### config.mk
export PLATFORM = sky130hd
export DESIGN_NAME = rocsf_queue
export DESIGN_NICKNAME = d
export VERILOG_FILES = /design/src/rtl/rocsf_pkg.sv /design/src/rtl/rocsf_queue.sv
export SDC_FILE = /design/constraint.sdc
export NUM_CORES = 1
export LEC_CHECK = 0
export ABC_AREA = 0
export CAP_MARGIN = 20
export CORE_AREA = 2 2 85 103
export DETAILED_ROUTE_END_ITERATION = 7
export DIE_AREA = 0 0 87 105
export DONT_BUFFER_PORTS = 1
export PLACE_DENSITY = 0.39
export SETUP_SLACK_MARGIN = 0.5
export SKIP_LAST_GASP = 1
export SYNTH_ARGS = -nofsm -noshare
export SYNTH_HDL_FRONTEND = slang
export SYNTH_SLANG_ARGS = --single-unit
export TNS_END_PERCENT = 10
### constraint.sdc
create_clock -name clk -period 4.61 [get_ports clk]
set_input_delay 0.6915 -clock clk [delete_from_list [all_inputs] [get_ports clk]]
set_output_delay 0.6915 -clock clk [all_outputs]
set_load 0.02 [all_outputs]
### src/rtl/rocsf_pkg.sv
// ----------------------------------------------------------------------------
// rocsf_pkg
// Shared types and constants of the rate-of-change spike filter.
// ----------------------------------------------------------------------------
package rocsf_pkg;

  localparam int VALUE_BITS_DEF = 32;
  localparam int TIME_BITS      = 32;
  localparam int QUEUE_DEPTH    = 4;
  localparam int CFG_IDX_BITS   = 2;

  localparam logic [CFG_IDX_BITS-1:0] CFG_MAX_RATE = 2'd0;
  localparam logic [CFG_IDX_BITS-1:0] CFG_MIN_RATE = 2'd1;
  localparam logic [CFG_IDX_BITS-1:0] CFG_MODE     = 2'd2;

  typedef enum logic [1:0] {
    MODE_LEFT  = 2'd0,
    MODE_RIGHT = 2'd1,
    MODE_AND   = 2'd2,
    MODE_OR    = 2'd3
  } mode_t;

  // how the back end judges one sample
  typedef enum logic [2:0] {
    RULE_FIRST = 3'd0,
    RULE_KEEP  = 3'd1,
    RULE_LEFT  = 3'd2,
    RULE_RIGHT = 3'd3,
    RULE_AND   = 3'd4,
    RULE_OR    = 3'd5
  } rule_t;

  typedef struct packed {
    rule_t rule;
    logic  last;
  } job_ctl_t;

endpackage

### src/rtl/rocsf_queue.sv
// ----------------------------------------------------------------------------
// rocsf_queue
// Short job queue between front and back, up to two writes and one read a cycle.
// ----------------------------------------------------------------------------
module rocsf_queue #(
  parameter int WIDTH = 8,
  parameter int DEPTH = rocsf_pkg::QUEUE_DEPTH
) (
  input  logic             clk,
  input  logic             rst_n,
  input  logic [1:0]       push_cnt,
  input  logic [WIDTH-1:0] push0_data,
  input  logic [WIDTH-1:0] push1_data,
  output logic             space_ok,
  input  logic             pop,
  output logic             pop_valid,
  output logic [WIDTH-1:0] pop_data
);
  import rocsf_pkg::*;

  localparam int AW = $clog2(DEPTH);
  localparam int CW = $clog2(DEPTH + 1);

  logic [WIDTH-1:0] mem [DEPTH];
  logic [AW-1:0]    wr_ptr_r, wr_ptr_nxt;
  logic [AW-1:0]    rd_ptr_r, rd_ptr_nxt;
  logic [CW-1:0]    count_r, count_nxt;

  assign space_ok   = count_r <= CW'(DEPTH - 2);
  assign pop_valid  = count_r != '0;
  assign pop_data   = mem[rd_ptr_r];
  assign wr_ptr_nxt = wr_ptr_r + AW'(push_cnt);
  assign rd_ptr_nxt = rd_ptr_r + AW'(pop);
  assign count_nxt  = count_r + CW'(push_cnt) - CW'(pop);

  always_ff @(posedge clk) begin
    if (push_cnt != 2'd0) begin
      mem[wr_ptr_r] <= push0_data;
    end
    if (push_cnt == 2'd2) begin
      mem[wr_ptr_r + AW'(1)] <= push1_data;
    end
  end

  always_ff @(posedge clk) begin
    if (!rst_n) begin
      wr_ptr_r <= '0;
      rd_ptr_r <= '0;
      count_r  <= '0;
    end else begin
      wr_ptr_r <= wr_ptr_nxt;
      rd_ptr_r <= rd_ptr_nxt;
      count_r  <= count_nxt;
    end
  end

`ifndef SYNTH
  a_count_bound: assert property (@(posedge clk) disable iff (!rst_n)
    count_r <= CW'(DEPTH))
    else $error("queue count beyond depth");

  a_no_overflow: assert property (@(posedge clk) disable iff (!rst_n)
    push_cnt != 2'd0 |-> ({1'b0, count_r} + (CW + 1)'(push_cnt)) <= (CW + 1)'(DEPTH))
    else $error("queue overflow");

  a_no_underflow: assert property (@(posedge clk) disable iff (!rst_n)
    pop |-> count_r != '0)
    else $error("queue underflow");
`endif

endmodule

Word-level counts from Yosys, hierarchy flattened --
Memory sizes are Yosys's and may differ from the RTL's. A register that Yosys moved wholly into a read port is not among the register bits. Cells that the tools add are included.
Storage, ports and cells: register bits after elaboration 7, memory bits (writable) 32, input bits 21, output and inout port bits 10, logic and storage cells 18, memories kept 1
Cells by class: $add $sub $neg 5, $lt $le $gt $ge 1, equality and inequality tests 1, multiplexer cells 5, reduce and logical (&&, ||, !) cells 2
Memory list:
- mem | depth 4, bits a word 8, rd ports 1, clocked after memory_dff 1, wr ports 2, line rocsf_queue.sv:24 | logic [WIDTH-1:0] mem [DEPTH];
Operators with widths (count):
- $mux 1 | 4
- $add 3x2->3 | 1
- $le 3x2->1 const B | 1
- $reduce_bool 3->1 | 1
- $sub 3x1->3 | 1
- $add 2x1->2 | 1
- $add 2x1->2 const B | 1
- $add 2x2->2 | 1
- $eq 2x2->1 const B | 1
- $mux 2 | 1
- $reduce_bool 2->1 | 1

Depth between registers and ports, before layout --
depth after elaboration 3, mapped depth 7, mapped depth without buffers 7

Least setup slack after synthesis --
OpenSTA, ideal clock, no wires.
path kind input to register, start point in push_cnt[1], end point mem mem[0][0] (enable), setup time 0.387 ns, arrival time 1.602 ns, required time 4.223 ns, path slack 2.621 ns, stages on the path 3, buffers on the path 1, path through buf_2 > nor2_1 > o31ai_1
RTL lines:
- start: declaration | line rocsf_queue.sv:11 | input logic [1:0] push_cnt,
- end: declaration | line rocsf_queue.sv:24

==> run_summary.xml <==
<?xml version="1.0" encoding="UTF-8"?>
<metrics>
  <group name="outcome">
    <metric name="outcome" unit="">complete, no violations</metric>
  </group>
  <group name="timing">
    <metric name="timing_max_transition_violations_final" unit="">0</metric>
    <metric name="worst_clock_skew" unit="ns">0.00881</metric>
    <metric name="timing.setup.tns" unit="ns">0</metric>
    <metric name="grt_setup_unrepaired" unit="">no</metric>
    <metric name="max-slew-margin-rel" unit="%">33.3</metric>
    <metric name="layout_worst_path_cycle_share" unit="%">52.5</metric>
    <metric name="max_freq" unit="GHz">0.413</metric>
    <metric name="timing_worst_slew_pin_value" unit="ns">0.996</metric>
    <metric name="finalHoldViolCount" unit="">0</metric>
    <metric name="timing.final.crit_period" unit="ns">2.42</metric>
    <metric name="setup_viol" unit="">0</metric>
  </group>
  <group name="power">
    <metric name="p_sw" unit="W">0.000229</metric>
    <metric name="sw_frac_of_total" unit="%">27.1</metric>
    <metric name="largest_vdd_supply_drop" unit="mV">0.142</metric>
    <metric name="post-layout-total-power" unit="W">0.000845</metric>
    <metric name="power_report.internal_total" unit="W">0.000616</metric>
    <metric name="comb_power_share" unit="%">20.0</metric>
    <metric name="sequentialPowerShare" unit="%">54.1</metric>
    <metric name="leakage" unit="nW">0.749</metric>
    <metric name="clock_power_share" unit="%">25.9</metric>
    <metric name="power_density_of_the_placed_cells" unit="nW/um^2">386</metric>
  </group>
  <group name="floorplanning">
    <metric name="floorplan.core_area" unit="sq um">8060</metric>
    <metric name="floorplan.die.width" unit="microns">87</metric>
    <metric name="die_y" unit="microns">105</metric>
    <metric name="fp.dieArea" unit="sq um">9140</metric>
    <metric name="rows" unit="">36</metric>
    <metric name="top_level_ports" unit="">31</metric>
    <metric name="floorplan.initialDensity" unit="%">24.8</metric>
  </group>
  <group name="grt">
    <metric name="global_route_usage_sum" unit="%">9.82</metric>
    <metric name="wire_length_of_the_first_global_routing_pass" unit="mm">6.41</metric>
    <metric name="grt_pass1_vias" unit="">1177</metric>
    <metric name="maximum_number_of_pins_on_one_net_before_global_route_repair" unit="">12</metric>
    <metric name="grt_overflow" unit="">0</metric>
    <metric name="antenna_violations_before_repair" unit="">0</metric>
  </group>
  <group name="setup_path">
    <metric name="setup.reg_to_reg.worst_slack" unit="ns">2.67</metric>
    <metric name="crit_fanout" unit="">9</metric>
    <metric name="worstPathCellList" unit="">mux4_2</metric>
    <metric name="timing.rr.start" unit="">wr_ptr_r[1]$_SDFF_PN0_</metric>
    <metric name="crit_start" unit="">rd_ptr_r[0]$_SDFF_PN0_</metric>
    <metric name="timing.critical_path.slowest_stage_cell" unit="">sky130_fd_sc_hd__dfxtp_1</metric>
    <metric name="arrival_worst_endpoint" unit="ns">1.73</metric>
    <metric name="number_of_gates_on_the_worst_path_with_buffers_counted" unit="">1</metric>
    <metric name="timing.critical_path.max_delay_family" unit="">flip-flops</metric>
    <metric name="reg2reg_depth" unit="">2</metric>
    <metric name="critPathLaunchType" unit="">flip-flop</metric>
    <metric name="critical_path.reg2reg.endpoint" unit="">mem[0][2]$_DFFE_PP_</metric>
    <metric name="crit_end" unit="">pop_data[7]</metric>
    <metric name="critPathBufInv" unit="">0</metric>
    <metric name="data_required_time_of_the_critical_path" unit="ns">3.92</metric>
    <metric name="cp-end-kind" unit="">primary output</metric>
    <metric name="critical_path_class" unit="">reg -&gt; out</metric>
    <metric name="slowest_delay" unit="ns">0.75</metric>
  </group>
  <group name="run">
    <metric name="drv_cap" unit="">0</metric>
  </group>
  <group name="cells_and_area">
    <metric name="finalInstanceArea" unit="sq um">2190</metric>
    <metric name="num_antenna_cells" unit="">0</metric>
    <metric name="nNetsFinal" unit="">150</metric>
    <metric name="instances_no_fill" unit="">219</metric>
    <metric name="areaGrowthSynthToFinish" unit="%">9.66</metric>
    <metric name="count_of_fill_cells_added_during_filler_insertion" unit="">810</metric>
    <metric name="drive_above_1_share" unit="%">41.9</metric>
  </group>
  <group name="drt">
    <metric name="num_vias" unit="">1031</metric>
    <metric name="firstDrtPassIters" unit="">4</metric>
    <metric name="drc" unit="">0</metric>
    <metric name="total_length_of_routed_wires" unit="mm">4.09</metric>
    <metric name="routed_wire_length_per_instance" unit="microns">18.7</metric>
    <metric name="drt_iter0_drc" unit="">31</metric>
    <metric name="route.detailed.vias_per_inst" unit="">4.71</metric>
    <metric name="final_antenna_net_count" unit="">0</metric>
  </group>
  <group name="place">
    <metric name="port_buffers" unit="">0</metric>
    <metric name="gp_congestion" unit="">0.672</metric>
    <metric name="number_of_placed_cells_counting_well_taps" unit="">210</metric>
    <metric name="placed_cell_area" unit="sq um">2100</metric>
    <metric name="dp_hpwl" unit="mm">2.84</metric>
  </group>
  <group name="clock_tree">
    <metric name="worst_skew_pair.late_latency" unit="ns">0.29</metric>
    <metric name="tritoncts.num_buffers" unit="">5</metric>
    <metric name="tritoncts_clock_tree" unit="">done</metric>
    <metric name="cts.path.max_buffers" unit="">2</metric>
    <metric name="ctsHtreeMaxLevel" unit="">2</metric>
    <metric name="post-cts-setup-buffer-count" unit="">0</metric>
    <metric name="cts_hold_buf" unit="">0</metric>
    <metric name="clock_sinks" unit="">39</metric>
    <metric name="clk_pin_slew" unit="ns">0.07</metric>
    <metric name="clock-root-buffer" unit="">sky130_fd_sc_hd__clkbuf_8</metric>
    <metric name="cts.repair.resized" unit="">0</metric>
  </group>
  <group name="yosys">
    <metric name="ys_ff_latch" unit="">39</metric>
    <metric name="syn_nets" unit="">149</metric>
    <metric name="syn-instance-count" unit="">122</metric>
    <metric name="synth.cell_area" unit="sq um">2000</metric>
    <metric name="synthDistinctLibCells" unit="">24</metric>
    <metric name="syn_avg_cell_area" unit="sq um">16.4</metric>
    <metric name="yosys_warnings" unit="">0</metric>
    <metric name="synth_sequential_area_ratio" unit="%">55.2</metric>
  </group>
  <group name="hold_path">
    <metric name="hold_class" unit="">in -&gt; reg</metric>
  </group>
</metrics>
state kept, by name, indices dropped and copies added (netlist names):
| signal | count |
|---|---|
| mem | 32 |
| count_r | 3 |
| rd_ptr_r | 2 |
| wr_ptr_r | 2 |
worst min-delay path by stage:
| stage | depth (start not counted) | slack (ns) | end | from |
|---|---|---|---|---|
| 6_report | 1 | 0.52 | rd_ptr_r[1]$_SDFF_PN0_ | rst_n |
| 3_3_place_gp | 2 | 0.64 | count_r[2]$_SDFF_PN0_ | count_r[2]$_SDFF_PN0_ |
| 3_5_place_dp | 2 | 0.66 | count_r[2]$_SDFF_PN0_ | count_r[2]$_SDFF_PN0_ |
| 4_1_cts | 1 | 0.52 | count_r[0]$_SDFF_PN0_ | rst_n |
| 5_1_grt | 1 | 0.51 | wr_ptr_r[0]$_SDFF_PN0_ | rst_n |
| 2_1_floorplan | 2 | 0.54 | rd_ptr_r[0]$_SDFF_PN0_ | rd_ptr_r[0]$_SDFF_PN0_ |
synth_stat cells:
cell type                  number  share of area (%)
sky130_fd_sc_hd__a21o_1         1               0.38
sky130_fd_sc_hd__a21oi_1        1               0.25
sky130_fd_sc_hd__and2_1         5                1.6
sky130_fd_sc_hd__buf_2          6                1.5
sky130_fd_sc_hd__clkbuf_1       1               0.19
sky130_fd_sc_hd__clkbuf_2       1               0.25
sky130_fd_sc_hd__dfxtp_1        7                7.0
sky130_fd_sc_hd__edfxtp_1      32                 48
sky130_fd_sc_hd__fa_1           1                1.0
sky130_fd_sc_hd__ha_1           5                3.1
sky130_fd_sc_hd__inv_1          6                1.1
sky130_fd_sc_hd__mux2_2        32                 18
sky130_fd_sc_hd__mux2i_1        1               0.50
sky130_fd_sc_hd__mux4_2         8                9.0
sky130_fd_sc_hd__nand4b_1       1               0.44
sky130_fd_sc_hd__nor2_1         2               0.38
sky130_fd_sc_hd__nor2b_1        3               0.94
sky130_fd_sc_hd__nor4b_4        1                1.2
sky130_fd_sc_hd__nor4bb_1       2                1.0
sky130_fd_sc_hd__o21ba_2        1               0.50
sky130_fd_sc_hd__o31ai_1        1               0.38
sky130_fd_sc_hd__or3_1          1               0.31
sky130_fd_sc_hd__xnor3_1        2                2.3
sky130_fd_sc_hd__xor2_1         1               0.44
power by group through the flow:
| stage | clock [W] | combinational [W] | sequential (W) |
|---|---|---|---|
| 5_1_grt | 0.000245 | 0.000186 | 0.000464 |
| 6_report | 0.000219 | 0.000169 | 0.000457 |
| 3_5_place_dp | 0 | 0.000173 | 0.000467 |
| 4_1_cts | 0.000228 | 0.000173 | 0.000459 |
| 2_1_floorplan | 0 | 0.000158 | 0.000446 |
| 3_3_place_gp | 0 | 0.000168 | 0.000465 |
routing by layer:
| metal | vias to the layer above | global-route usage [%] | part of all wire (%) |
|---|---|---|---|
| li1 | 468 | - | - |
| met1 | 520 | 10.5 | 39 |
| met2 | 33 | 16.6 | 52 |
| met3 | 10 | 4.19 | 7.1 |
| met4 | 0 | 4.13 | 2.2 |
| met5 | - | 0 | 0 |
per-stage QoR:
step / worst slack [ns] / util, % / hold WS, ns
CTS: 2.10 / 27.0 / 0.516
global placement: 2.22 / 26.1 / 0.644
global route: 2.03 / 27.1 / 0.514
detailed placement: 2.14 / 26.1 / 0.660
floorplan: 2.62 / - / 0.540
finish: 2.19 / 27.1 / 0.524
area by class of cell:
| class | count | area [sq um] | share of cell area [%] |
|---|---|---|---|
| clock buffer | 6 | 72.6 | 3.32 |
| clock inverter | 2 | 7.51 | 0.343 |
| inverter | 6 | 22.5 | 1.03 |
| multi-input combinational | 69 | 851 | 38.9 |
| sequential | 39 | 1100 | 50.3 |
| tap | 95 | 119 | 5.43 |
| timing repair buffer | 2 | 15.0 | 0.686 |
cells in the final DEF, fill, tap and decap left out, types with 2 or more instances in the layout:
cell type                  count
sky130_fd_sc_hd__inv_1         6
sky130_fd_sc_hd__xnor3_1       2
sky130_fd_sc_hd__clkbuf_8      5
sky130_fd_sc_hd__ha_1          5
sky130_fd_sc_hd__and2_1        5
sky130_fd_sc_hd__mux2_2       32
sky130_fd_sc_hd__nor2b_1       3
sky130_fd_sc_hd__nor2_1        2
sky130_fd_sc_hd__nor4bb_2      2
sky130_fd_sc_hd__edfxtp_1     32
sky130_fd_sc_hd__clkinv_1      2
sky130_fd_sc_hd__mux4_2        8
sky130_fd_sc_hd__dfxtp_1       7
cells by family after synthesis:
| family | after synthesis | share of synthesized area, % |
|---|---|---|
| mux | 41 | 27.6 |
| buf+inv | 14 | 3.07 |
| compound gates | 4 | 1.50 |
| fa+ha+maj | 6 | 4.14 |
| flops | 39 | 55.2 |
| xor+xnor | 3 | 2.70 |
| simple gates | 15 | 5.83 |
Note: power is estimated with default switching activity, not from simulation.
