<file path="config.mk">
export PLATFORM = sky130hd
export DESIGN_NAME = rocsf_front
export DESIGN_NICKNAME = d
export VERILOG_FILES = /design/src/rtl/rocsf_pkg.sv /design/src/rtl/rocsf_front.sv
export SDC_FILE = /design/constraint.sdc
export NUM_CORES = 1
export LEC_CHECK = 0
export ABC_AREA = 1
export BUFFER_PORTS_ARGS = -buffer_cell sky130_fd_sc_hd__buf_2
export CORE_UTILIZATION = 44
export CTS_BUF_LIST = sky130_fd_sc_hd__clkbuf_4 sky130_fd_sc_hd__clkbuf_8
export DETAILED_ROUTE_END_ITERATION = 12
export HOLD_SLACK_MARGIN = 0.08
export PLACE_DENSITY = 0.8
export REMOVE_ABC_BUFFERS = 1
export SLEW_MARGIN = 20
export SYNTH_ARGS = -nofsm -noshare
export SYNTH_HDL_FRONTEND = slang
export SYNTH_SLANG_ARGS = --single-unit
</file>
<file path="constraint.sdc">
create_clock -name clk -period 2.25 [get_ports clk]
set_input_delay 0.45 -clock clk [delete_from_list [all_inputs] [get_ports clk]]
set_output_delay 0.45 -clock clk [all_outputs]
set_load 0.03 [all_outputs]
</file>
<file path="src/rtl/rocsf_pkg.sv">
// ----------------------------------------------------------------------------
// rocsf_pkg
// Shared types and constants of the rate-of-change spike filter.
// ----------------------------------------------------------------------------
package rocsf_pkg;

  localparam int VALUE_BITS_DEF = 32;
  localparam int TIME_BITS      = 32;
  localparam int QUEUE_DEPTH    = 4;
  localparam int CFG_IDX_BITS   = 2;

  localparam logic [CFG_IDX_BITS-1:0] CFG_MAX_RATE = 2'd0;
  localparam logic [CFG_IDX_BITS-1:0] CFG_MIN_RATE = 2'd1;
  localparam logic [CFG_IDX_BITS-1:0] CFG_MODE     = 2'd2;

  typedef enum logic [1:0] {
    MODE_LEFT  = 2'd0,
    MODE_RIGHT = 2'd1,
    MODE_AND   = 2'd2,
    MODE_OR    = 2'd3
  } mode_t;

  // how the back end judges one sample
  typedef enum logic [2:0] {
    RULE_FIRST = 3'd0,
    RULE_KEEP  = 3'd1,
    RULE_LEFT  = 3'd2,
    RULE_RIGHT = 3'd3,
    RULE_AND   = 3'd4,
    RULE_OR    = 3'd5
  } rule_t;

  typedef struct packed {
    rule_t rule;
    logic  last;
  } job_ctl_t;

endpackage

</file>
<file path="src/rtl/rocsf_front.sv">
// ----------------------------------------------------------------------------
// rocsf_front
// Accepts samples, tracks the series and the held sample, and turns each
// request into zero, one or two judge jobs for the queue.
// ----------------------------------------------------------------------------
module rocsf_front #(
  parameter int VALUE_BITS = rocsf_pkg::VALUE_BITS_DEF
) (
  input  logic                                clk,
  input  logic                                rst_n,
  input  logic                                in_valid,
  output logic                                in_stall,
  input  logic [rocsf_pkg::TIME_BITS-1:0]     in_sample_time,
  input  logic signed [VALUE_BITS-1:0]        in_sample_value,
  input  logic                                in_present,
  input  logic                                in_end_of_series,
  input  rocsf_pkg::mode_t                    mode,
  input  logic                                space_ok,
  output logic [1:0]                          push_cnt,
  output rocsf_pkg::job_ctl_t                 job0_ctl,
  output logic [rocsf_pkg::TIME_BITS-1:0]     job0_time,
  output logic signed [VALUE_BITS-1:0]        job0_value,
  output rocsf_pkg::job_ctl_t                 job1_ctl
);
  import rocsf_pkg::*;

  logic                        started_r, started_nxt;
  logic                        held_valid_r, held_valid_nxt;
  logic [TIME_BITS-1:0]        held_time_r;
  logic signed [VALUE_BITS-1:0] held_value_r;
  logic                        accept;
  logic                        job_a, job_b, job_c;
  rule_t                       rule_a, rule_b, rule_c;

  assign in_stall = !space_ok;
  assign accept   = in_valid && !in_stall;

  // held sample judged with its right neighbour
  assign job_a = in_present && started_r && held_valid_r;
  // new sample judged now
  assign job_b = in_present && (!started_r || mode == MODE_LEFT || in_end_of_series);
  // held sample flushed by a missing end item
  assign job_c = !in_present && in_end_of_series && held_valid_r;

  always_comb begin
    case (mode)
      MODE_LEFT:  rule_a = RULE_LEFT;
      MODE_RIGHT: rule_a = RULE_RIGHT;
      MODE_AND:   rule_a = RULE_AND;
      MODE_OR:    rule_a = RULE_OR;
      default:    rule_a = RULE_LEFT;
    endcase
  end

  assign rule_c = (mode == MODE_RIGHT) ? RULE_KEEP : RULE_LEFT;
  assign rule_b = !started_r ? RULE_FIRST : rule_c;

  always_comb begin
    push_cnt        = 2'd0;
    job0_ctl.rule   = rule_c;
    job0_ctl.last   = in_end_of_series;
    job0_time       = held_time_r;
    job0_value      = held_value_r;
    job1_ctl.rule   = rule_b;
    job1_ctl.last   = in_end_of_series;
    if (job_a) begin
      job0_ctl.rule = rule_a;
      job0_ctl.last = in_end_of_series && !job_b;
      push_cnt      = job_b ? 2'd2 : 2'd1;
    end else if (job_b) begin
      job0_ctl.rule = rule_b;
      job0_time     = in_sample_time;
      job0_value    = in_sample_value;
      push_cnt      = 2'd1;
    end else if (job_c) begin
      push_cnt      = 2'd1;
    end
    if (!accept) begin
      push_cnt = 2'd0;
    end
  end

  always_comb begin
    started_nxt    = started_r;
    held_valid_nxt = held_valid_r;
    if (in_present) begin
      started_nxt    = 1'b1;
      held_valid_nxt = started_r && mode != MODE_LEFT;
    end
    if (in_end_of_series) begin
      started_nxt    = 1'b0;
      held_valid_nxt = 1'b0;
    end
  end

  always_ff @(posedge clk) begin
    if (!rst_n) begin
      started_r    <= 1'b0;
      held_valid_r <= 1'b0;
    end else if (accept) begin
      started_r    <= started_nxt;
      held_valid_r <= held_valid_nxt;
    end
  end

  always_ff @(posedge clk) begin
    if (accept && in_present) begin
      held_time_r  <= in_sample_time;
      held_value_r <= in_sample_value;
    end
  end

endmodule

</file>
# Word level (Yosys, flattened, before mapping)
# Index checks and enable logic that the tools add are counted.
# W data, S select, Z words.
# classes
n_reduce_logical	19
eq_ne	3
n_mux	19
# ops
op	count
$mux W32	4
$mux W2	6
$pmux W3 S4	1
$logic_and A1 B1 Y1	9
$mux W1	7
$eq A2 B2 Y1 const B	2
$logic_not A1 Y1	4
$reduce_bool A2 Y1	2
$mux W3	1
$eq A2 B1 Y1 const B	1
$logic_not A2 Y1	1
$logic_or A1 B1 Y1	2
$reduce_and A2 Y1	1
# totals
regBits	66
input_bits	72

# Depth between registers and ports, before layout
# Gate-level depths: netlist of run 1.
# logic_depth
word_depth	7
ltp_mapped	9
ltp_nobuf	7

# Worst setup path after synthesis of run 1
# No wires, ideal clock.
# synth_path
path_type	input port to flip-flop
start	in in_present
end	reg held_time_r[0] (enable)
setup_slack_ns	-0.098
n_path_buf	1
cell_stages	3
arrival_ns	1.930
setup_ns	0.418
path_cell_list	buf_2 -> nand2_1 -> inv_1
# synth_between
elab_chain_cells	1
# synth_rtl
element	line_no	rtl
start: declaration	rocsf_front.sv:15	input logic in_present,
$logic_and A1 B1 Y1	rocsf_front.sv:107	if (accept && in_present) begin
end signal: assignment	rocsf_front.sv:108	held_time_r <= in_sample_time;
end: declaration	rocsf_front.sv:29	logic [TIME_BITS-1:0] held_time_r;
# Every way passes these cells.
# A chain may end at the register's enable or synchronous reset.

# Final worst setup path of run 1
# layout_path
start	reg started_r
end	out job0_time[19] (netlist bit)
# layout_between
elab_chain_cells	6
elab_cells_between_ends	8
cone_classes	2 x mux; 6 x reduce/logical
# layout_rtl
element	line_no	rtl
start: declaration	rocsf_front.sv:27	logic started_r, started_nxt;
start signal: assignment	rocsf_front.sv:101	started_r <= started_nxt;
$logic_not A1 Y1	n/a	
$logic_or A1 B1 Y1 (2 in series)	rocsf_front.sv:41	assign job_b = in_present && (!started_r || mode == MODE_LEFT || in_end_of_series);
$logic_and A1 B1 Y1	rocsf_front.sv:41	
$mux W32	rocsf_front.sv:70	end else if (job_b) begin
$mux W32 *	rocsf_front.sv:66	if (job_a) begin
end: declaration	rocsf_front.sv:21	output logic [rocsf_pkg::TIME_BITS-1:0] job0_time,
# Every way passes the cells marked *; elsewhere a longest branch is shown, timed or not.

==> run summary, run 1 <==
CP endpoint kind = primary output
FF-to-FF setup slack = 1.39 ns
ratio of cells with drive above 1 in the final layout = 46.2%
Crit. Startpoint = started_r
Synthesis Warnings = 0
Slowest cell on crit path = dfxtp_2
row cnt = 30
most common cell after layout, fill and taps aside = nand2_1
Yosys cell types = 22
Max Buffers Root-to-Sink = 2
Startpoint Class = flop
Final Setup Violations = 0
post-route ant nets = 0
CTS Hold Bufs = 0
Bufs and invs on worst path = 4
Hold Crit Class = input pin to flop
Avg Inst Size Synth = 9.99 sq um
CTS H-tree lvls = 3
PD cells = 733 nW/um^2
die area = 7520 sq um
root buf cell = clkbuf_8
Area contributors post-synth = edfxtp_1, nand2_1, nand2_2, buf_12, buf_2
Final TNS setup = 0 ns
clk slew on worst S/H paths = 0.08 ns
post-synthesis simple-gate area fraction = 30.2%
Initial Util = 46.0%
Max-cap violations = 0
via count = 2575
crit path to = job0_time[19]
I/O pin cnt = 147
unrepaired setup endpoints after global routing = yes
first-pass GRT wire length = 10100 um
Worst VDD drop = 412 uV
Yosys top cell area share = 60.9%
Final GP Congestion = 0.784
largest family of logic cells by synthesized area = simple AND/OR/NAND/NOR gates
post-synthesis compound-gate area fraction = 0.951%
Worst Reg-to-Reg Cells = 6
XOR/XNOR Fraction of Synth Area = 0%
drt total wl = 6900 um
initial antenna violation count = 0
CP Max Fanout = 20
largest delay contributor family on the critical path = buffers and inverters
Largest stage delay, worst path = 0.34 ns
final hold slack = 0.296 ns
CP Class = flop to primary output
GRT Util Overall = 18.0%
Routed WL per cell = 12.2 um
Hold Vio Cnt, Final = 0
# nets final = 537
1st-iter DRT viols = 78
vias in the first global route = 2246
total grt overflow = 0
HPWL after DPL = 4650 um
total clock sinks = 66
CP cell instances = inv_2 -> nor2_2 -> nand2_2 -> nand2_2 -> nor2_4 -> buf_12 -> clkbuf_16 -> nand2_2 -> nand2_1 -> buf_4
final worst path period share = 97.0%
Synth Area in Adders = 0%
R2R Path End = held_valid_r
TritonCTS clock tree = yes
Levels on crit path = 10
fmax = 458 MHz
status = finished clean
Pre-Repair DR Iteration Count = 4
Leak Pwr = 2.11 nW
ant diodes = 0
WP data arrival = 1.73 ns
IO Port Bufs = 145
CP required = 1.80 ns
CP dominant cell by count = nand2_2
drt drc = 0
flops & latches, synth = 66
CORE AREA = 6870 sq um
Die H = 86.7 um
post-synthesis mux area share = 0%
most frequent cells in the layout = nand2_1, buf_2, edfxtp_1, nand2_2, buf_4
area delta synth->final = 36.2%
Die X-Extent = 86.7 um
max-slew violations = 0
Max Clock Skew = 0.000163 ns
Worst R2R Start = started_r
post-synthesis sequential area ratio = 62.1%
Tmin final = 2.18 ns
largest net degree at the start of global routing = 42
DR vias/cell = 4.55
Post-Synthesis Cells = 316
Final Cell Area = 4300 sq um
Post-DP Area = 3930 sq um
Num CTS Buffers = 9
Clock Latency Late Sink = 0.33 ns
cell taking the most area after synthesis = edfxtp_1
Filler cells = 586
PnR worst setup slack = 0.0674 ns
Place WS = 0.0881 ns
Post-Syn Area = 3160 sq um
cell families after synthesis:
kind of cell,after synthesis
AOI/OAI and AO/OA,5
other,1
and+or+nand+nor,218
buffers and inverters,26
DFF,66
area by class of cell:
| type | instances | area, sq um | area share (%) |
|---|---|---|---|
| clock buffers | 9 | 124 | 2.88 |
| clock inverters | 7 | 83.8 | 1.95 |
| inverters | 10 | 37.5 | 0.873 |
| multi-input cells | 224 | 987 | 23.0 |
| flip-flops and latches | 66 | 1960 | 45.7 |
| well taps | 96 | 120 | 2.79 |
| repair buffers | 154 | 985 | 22.9 |
layer usage:
| metal | vias up | wire, um | track usage, % |
|---|---|---|---|
| met2 | 96 | 3390 | 29.5 |
| met4 | 0 | 121 | 8.33 |
| met1 | 1158 | 2950 | 21.5 |
| met5 | - | 0 | 0 |
| li1 | 1310 | - | - |
| met3 | 11 | 440 | 6.29 |
worst reg2reg max path: stages (launching register included):
cell and delay, ns:
dfxtp_2 0.35, inv_2 0.06, nor2_2 0.11, nand2_2 0.09, nand2_1 0.08, nand2_1 0.05, nor2_1 0.07
metrics by stage:
| stage | instances | total power (W) | utilization [%] |
|---|---|---|---|
| after floorplan | 300 | 0.00184 | - |
| after global placement | 547 | 0.00208 | 57.2 |
| after detailed placement | 547 | 0.00209 | 57.2 |
| after CTS | 563 | 0.00313 | 60.2 |
| after global routing | 566 | 0.00329 | 62.6 |
| final | 566 | 0.00315 | 62.6 |
state kept, by name (all words and copies together), names as in the netlist:
signal	count
held_time_r	32
held_valid_r	1
held_value_r	32
started_r	1
cells in the mapped netlist:
master	number
nand3_2	2
a21oi_1	2
buf_8	1
edfxtp_1	64
nor2_2	1
nor2_4	1
nand2_1	160
dfxtp_1	2
nand2_2	42
a211oi_1	2
nor3_1	2
clkinv_1	1
o21ai_0	1
buf_12	5
conb_1	1
inv_1	7
inv_2	2
buf_2	8
nor2_1	8
buf_4	2
nand3_1	1
nand3b_1	1
where the power goes:
part / switching, W / total (W) / internal [W]
clock network: 0.000429 / 0.00104 / 0.000610
registers: 0.0000154 / 0.00143 / 0.00141
logic: 0.000447 / 0.000686 / 0.000239
total: 0.000891 / 0.00315 / 0.00226
how the worst min path moves through the flow:
stage / cells past startpoint / endpoint / slack [ns] / start
CTS: 1 / held_time_r[27] / 0.28 / in_sample_time[27]
global route: 1 / held_value_r[17] / 0.27 / in_sample_value[17]
global placement: 2 / started_r / 0.52 / started_r
finish: 1 / held_value_r[17] / 0.30 / in_sample_value[17]
floorplan: 2 / started_r / 0.49 / started_r
detailed placement: 2 / held_valid_r / 0.52 / held_valid_r
what timing repair did:
action                                  in CTS  in global routing
endpoints found under the setup margin       0                 41
buffers inserted                             0                  1
gates resized for setup                      0                 61
Note: power is estimated with default switching activity, not from simulation.
==> inputs of run 2 (changes only) <==
--- a/config.mk
+++ b/config.mk
@@ -7,6 +7,7 @@
 export LEC_CHECK = 0
 export ABC_AREA = 1
 export BUFFER_PORTS_ARGS = -buffer_cell sky130_fd_sc_hd__buf_2
+export CORE_MARGIN = 3
 export CORE_UTILIZATION = 44
 export CTS_BUF_LIST = sky130_fd_sc_hd__clkbuf_4 sky130_fd_sc_hd__clkbuf_8
 export DETAILED_ROUTE_END_ITERATION = 12
==> run summary, run 2 (synthesis gave the netlist of run 1 again) <==
# nets final = 538 (was 537)
Clock Latency Late Sink = 0.33 ns (about the same)
Hold Crit Class = input pin to flop (unchanged)
row cnt = 30 (unchanged)
Final Setup Violations = 0 (unchanged)
Num CTS Buffers = 9 (unchanged)
CTS H-tree lvls = 3 (unchanged)
CP required = 1.80 ns (about the same)
CORE AREA = 6870 sq um (unchanged)
max-slew violations = 0 (unchanged)
Hold EP = held_value_r[22] (was held_value_r[17])
Die X-Extent = 90.7 um (was 86.7 um)
Pre-Repair DR Iteration Count = 6 (was 4)
total clock sinks = 66 (unchanged)
total grt overflow = 0 (unchanged)
final hold slack = 0.304 ns (was 0.296 ns)
Max Clock Skew = 0.0000401 ns (was 0.000163 ns)
TritonCTS clock tree = yes (unchanged)
Place WS = 0.128 ns (was 0.0881 ns)
Storage cell area = 1960 sq um (unchanged)
Die H = 90.7 um (was 86.7 um)
Routed WL per cell = 13.2 um (was 12.2 um)
die area = 8230 sq um (was 7520 sq um)
FF-to-FF setup slack = 1.37 ns (was 1.39 ns)
vias in the first global route = 2397 (was 2246)
PnR worst setup slack = 0.0754 ns (was 0.0674 ns)
Worst R2R Start = started_r (unchanged)
root buf cell = clkbuf_8 (unchanged)
Worst VDD drop = 448 uV (was 412 uV)
fmax = 460 MHz (was 458 MHz)
most common cell after layout, fill and taps aside = nand2_1 (unchanged)
CP endpoint kind = primary output (unchanged)
Max-cap violations = 0 (unchanged)
largest net degree at the start of global routing = 65 (was 42)
final worst path period share = 96.6% (was 97.0%)
Final Total Pwr = 0.00309 W (was 0.00315 W)
ant diodes = 0 (unchanged)
drt total wl = 7500 um (was 6900 um)
Final GP Congestion = 0.814 (was 0.784)
first-pass GRT wire length = 11100 um (was 10100 um)
R2R Path End = held_valid_r (unchanged)
Largest regs = held_time_r x32, held_value_r x32 (unchanged)
Max Buffers Root-to-Sink = 2 (unchanged)
IO Port Bufs = 145 (unchanged)
drt drc = 0 (unchanged)
CTS Hold Bufs = 0 (unchanged)
status = finished clean (unchanged)
via count = 2619 (was 2575)
most frequent cells in the layout = nand2_1, buf_2, edfxtp_1, nand2_2, buf_4 (unchanged)
area of the multi-input gates = 992 sq um (was 987 sq um)
PD cells = 713 nW/um^2 (was 733 nW/um^2)
HPWL after DPL = 4940 um (was 4650 um)
Filler cells = 578 (was 586)
area delta synth->final = 37.2% (was 36.2%)
CP Class = flop to primary output (unchanged)
worst hold path depth = 1 (unchanged)
Startpoint Class = flop (unchanged)
WP data arrival = 1.72 ns (was 1.73 ns)
CP Max Fanout = 8 (was 20)
Initial Util = 46.0% (unchanged)
clk slew on worst S/H paths = 0.07 ns (was 0.08 ns)
Worst Reg-to-Reg Cells = 6 (unchanged)
Hold Vio Cnt, Final = 0 (unchanged)
post-route ant nets = 0 (unchanged)
I/O pin cnt = 147 (unchanged)
initial antenna violation count = 0 (unchanged)
Tmin final = 2.17 ns (was 2.18 ns)
unrepaired setup endpoints after global routing = yes (unchanged)
worst hold start = in_sample_value[22] (was in_sample_value[17])
Leak Pwr = 2.11 nW (about the same)
ratio of cells with drive above 1 in the final layout = 46.9% (was 46.2%)
1st-iter DRT viols = 87 (was 78)
DR vias/cell = 4.62 (was 4.55)
GRT Util Overall = 16.7% (was 18.0%)
## run 2: cell count changes in the layout (fill, tap and decap cells not counted), sizes merged
cell | previous run | this run
clkbuf | 19 | 27
buf | 144 | 138
bufinv | 2 | 1
clkinv | 5 | 4
clkinvlp | 1 | 2
## run 2: per-layer routing
metal	up-vias	GRT usage, %	wire (um)
li1	1305	-	-
met1	1204	21.9	3200
met2	98	26.5	3710
met3	12	4.08	463
met4	0	6.51	116
met5	-	0	0
## run 2: layout make-up
cell class              instances  area share, %
flip-flops and latches         66           45.3
clock inverters                 6           1.33
repair buffers                155           23.8
inverters                      10          0.867
well taps                      96           2.77
clock buffers                  10           3.03
multi-input cells             224           22.9
## run 2: worst max-delay path by stage
| stage | startpoint | endpoint | slack (ns) | cells past startpoint |
|---|---|---|---|---|
| finish | started_r | job0_value[5] | 0.08 | 10 |
| floorplan | mode[0] | push_cnt[0] | -0.55 | 7 |
| detailed placement | mode[0] | job0_time[31] | 0.13 | 10 |
| CTS | started_r | job0_time[31] | 0.05 | 9 |
| global route | started_r | job0_value[4] | -0.007 | 10 |
| global placement | mode[0] | job0_time[31] | 0.18 | 10 |
## run 2: where the power goes
part           internal, W  switching [W]
logic             0.000250       0.000457
registers          0.00141      0.0000161
clock network     0.000515       0.000439
total              0.00218       0.000912
## run 2: critical path, stage by stage (launching register included)
cell and delay [ns]:
dfxtp_2 0.34, inv_2 0.09, nor2_2 0.05, nand2_2 0.09, nand2_2 0.08, nor2_4 0.14, buf_12 0.15, buf_6 0.16
nand2_2 0.05, nand2_1 0.06, clkbuf_4 0.18
## run 2: through the flow
step	setup TNS, ns	instances	instance area [sq um]	utilization [%]
2_1_floorplan	-27.73	300	2990	-
3_3_place_gp	0	547	3940	57.4
3_5_place_dp	0	547	3940	57.4
4_1_cts	0	563	4130	60.1
5_1_grt	-0.0278	567	4330	63.1
6_report	0	567	4330	63.1
## run 2: what timing repair did
item / in CTS / in global routing
endpoints found under the setup margin: 0 / 37
gates resized for setup: 0 / 71
endpoints found under the hold margin: 0 / 0
buffers inserted: 0 / 1
==> inputs of run 3 (changes only) <==
--- a/config.mk
+++ b/config.mk
@@ -8,11 +8,11 @@
 export ABC_AREA = 1
 export BUFFER_PORTS_ARGS = -buffer_cell sky130_fd_sc_hd__buf_2
 export CORE_MARGIN = 3
-export CORE_UTILIZATION = 44
+export CORE_UTILIZATION = 48
 export CTS_BUF_LIST = sky130_fd_sc_hd__clkbuf_4 sky130_fd_sc_hd__clkbuf_8
 export DETAILED_ROUTE_END_ITERATION = 12
 export HOLD_SLACK_MARGIN = 0.08
-export PLACE_DENSITY = 0.8
+export PLACE_DENSITY = 0.83
 export REMOVE_ABC_BUFFERS = 1
 export SLEW_MARGIN = 20
 export SYNTH_ARGS = -nofsm -noshare
==> constraint.sdc (replaced) <==
create_clock -name clk -period 2.3 [get_ports clk]
set_input_delay 0.46 -clock clk [delete_from_list [all_inputs] [get_ports clk]]
set_output_delay 0.46 -clock clk [all_outputs]
set_load 0.03 [all_outputs]
==> run summary, run 3 (synthesis gave the netlist of run 1 again) <==
Num CTS Buffers = 9 (unchanged)
Max Buffers Root-to-Sink = 2 (unchanged)
final worst path period share = 96.1%
Startpoint Class = flop (unchanged)
post-route ant nets = 0 (unchanged)
row cnt = 28 (was 30)
PD cells = 707 nW/um^2 (was 713 nW/um^2)
CP endpoint kind = primary output (unchanged)
CORE AREA = 6130 sq um (was 6870 sq um)
P_sw = 0.000868 W (was 0.000912 W)
die area = 7590 sq um (was 8230 sq um)
CP dominant cell by count = nand2_2 (unchanged)
Hold Crit Class = input pin to flop (unchanged)
DR vias/cell = 4.70 (was 4.62)
FF-to-FF setup slack = 1.38 ns (was 1.37 ns)
first-pass GRT wire length = 10800 um (was 11100 um)
Levels on crit path = 10 (unchanged)
vias in the first global route = 2373 (was 2397)
Slowest cell on crit path = dfxtp_1 (was dfxtp_2)
WP data arrival = 1.75 ns (was 1.72 ns)
Post-DP Area = 3890 sq um (was 3940 sq um)
unrepaired setup endpoints after global routing = no (was yes)
I/O pin cnt = 147 (unchanged)
Final Util = 67.9% (was 63.1%)
Seq pwr share = 47.5% (was 46.2%)
Final GP Congestion = 0.790 (was 0.814)
root buf cell = clkbuf_8 (unchanged)
Max-cap violations = 0 (unchanged)
most frequent cells in the layout = nand2_1, buf_2, edfxtp_1, nand2_2, clkbuf_8 (was nand2_1, buf_2, edfxtp_1, nand2_2, buf_4)
largest delay contributor family on the critical path = buffers and inverters (unchanged)
1st-iter DRT viols = 141 (was 87)
status = finished clean (unchanged)
R2R Path End = held_valid_r (unchanged)
total clock sinks = 66 (unchanged)
power share of the clock group = 30.7% (was 30.9%)
Max Clock Skew = 0.000263 ns (was 0.0000401 ns)
Worst R2R Start = started_r (unchanged)
IO Port Bufs = 145 (unchanged)
max-slew violations = 0 (unchanged)
Clock Latency Late Sink = 0.32 ns (was 0.33 ns)
ratio of cells with drive above 1 in the final layout = 46.2% (was 46.9%)
Largest regs = held_time_r x32, held_value_r x32 (unchanged)
largest net degree at the start of global routing = 63 (was 65)
Filler cells = 486 (was 578)
drt drc = 0 (unchanged)
Routed WL per cell = 12.8 um (was 13.2 um)
CTS H-tree lvls = 3 (unchanged)
area delta synth->final = 31.8% (was 37.2%)
Initial Util = 51.5% (was 46.0%)
combinational share of power = 21.8% (was 22.9%)
Die X-Extent = 87.1 um (was 90.7 um)
Die H = 87.1 um (was 90.7 um)
Hold Vio Cnt, Final = 0 (unchanged)
# nets final = 537 (was 538)
CP cell instances = inv_2 -> nor2_2 -> nand2_2 -> nand2_2 -> nor2_4 -> buf_12 -> clkbuf_16 -> nand2_2 -> nand2_1 -> buf_2 (was inv_2 -> nor2_2 -> nand2_2 -> nand2_2 -> nor2_4 -> buf_12 -> buf_6 -> nand2_2 -> nand2_1 -> clkbuf_4)
CP Max Fanout = 19 (was 8)
Largest stage delay, worst path = 0.34 ns (about the same)
initial antenna violation count = 0 (unchanged)
GRT Util Overall = 18.1% (was 16.7%)
ant diodes = 0 (unchanged)
Final Cell Area = 4160 sq um (was 4330 sq um)
TritonCTS clock tree = yes (unchanged)
Final Setup Violations = 0 (unchanged)
CP Class = flop to primary output (unchanged)
clk slew on worst S/H paths = 0.07 ns (about the same)
drt total wl = 6990 um (was 7500 um)
Pre-Repair DR Iteration Count = 4 (was 6)
HPWL after DPL = 4880 um (was 4940 um)
fmax = 453 MHz
CP required = 1.84 ns (was 1.80 ns)
Bufs and invs on worst path = 4 (unchanged)
Leak Pwr = 2.07 nW (was 2.11 nW)
switching share of total power = 29.5% (about the same)
Crit. Startpoint = started_r (unchanged)
Tmin final = 2.21 ns
via count = 2561 (was 2619)
internal power = 0.00207 W (was 0.00218 W)
total grt overflow = 0 (unchanged)
Worst Reg-to-Reg Cells = 6 (unchanged)
crit path to = job0_time[20] (was job0_value[5])
Worst VDD drop = 504 uV (was 448 uV)
most common cell after layout, fill and taps aside = nand2_1 (unchanged)
run 3: changes by cell type in the layout (fill, tap and decap cells not counted), sizes merged:
cell,change
buf,+13
clkbuf,-15
clkinv,+2
clkinvlp,-1
run 3: worst min path at each step:
stage,end,startpoint,depth (start not counted)
floorplan,started_r,started_r,2
global placement,held_valid_r,held_valid_r,2
detailed placement,started_r,started_r,2
CTS,held_value_r[18],in_sample_value[18],1
global route,held_value_r[18],in_sample_value[18],1
finish,held_value_r[24],in_sample_value[24],1
run 3: area by class of cell:
class / count / area [sq um] / share of cell area, %
clock inverter: 7 / 60.1 / 1.44
clock buffer: 9 / 124 / 2.98
multi-input combinational: 224 / 987 / 23.7
sequential: 66 / 1960 / 47.2
tap: 75 / 93.8 / 2.26
inverter: 10 / 37.5 / 0.902
timing repair buffer: 154 / 896 / 21.5
run 3: timing repair:
item	4_1_cts	5_1_grt
setup buffers	0	2
gates resized for setup	0	3
hold buffers	0	0
endpoints found under the setup margin	0	16
run 3: power groups by stage:
stage	Combinational (W)	Clock (W)	Sequential (W)
after floorplan	0.000384	0	0.00142
after global placement	0.000612	0	0.00142
after detailed placement	0.000622	0	0.00142
after CTS	0.000624	0.000933	0.00140
after global routing	0.000695	0.000989	0.00140
final	0.000641	0.000905	0.00140
run 3: per-layer routing:
metal | part of all wire [%] | up-vias | global-route usage, % | routed length [um]
li1 | - | 1312 | - | -
met1 | 42 | 1143 | 23.0 | 2960
met2 | 49 | 98 | 29.6 | 3410
met3 | 7.8 | 8 | 4.82 | 544
met4 | 1.0 | 0 | 7.11 | 70
met5 | 0 | - | 0 | 0
run 3: per-stage QoR:
step                      setup slack (ns)  setup TNS, ns  power, W  hold slack, ns  std cells
after detailed placement             0.120              0   0.00205           0.530        525
after floorplan                     -0.518         -23.22   0.00180           0.494        300
after global routing               0.00587              0   0.00309           0.296        545
after global placement               0.183              0   0.00203           0.520        525
final                               0.0904              0   0.00294           0.322        545
after CTS                           0.0539              0   0.00295           0.302        541
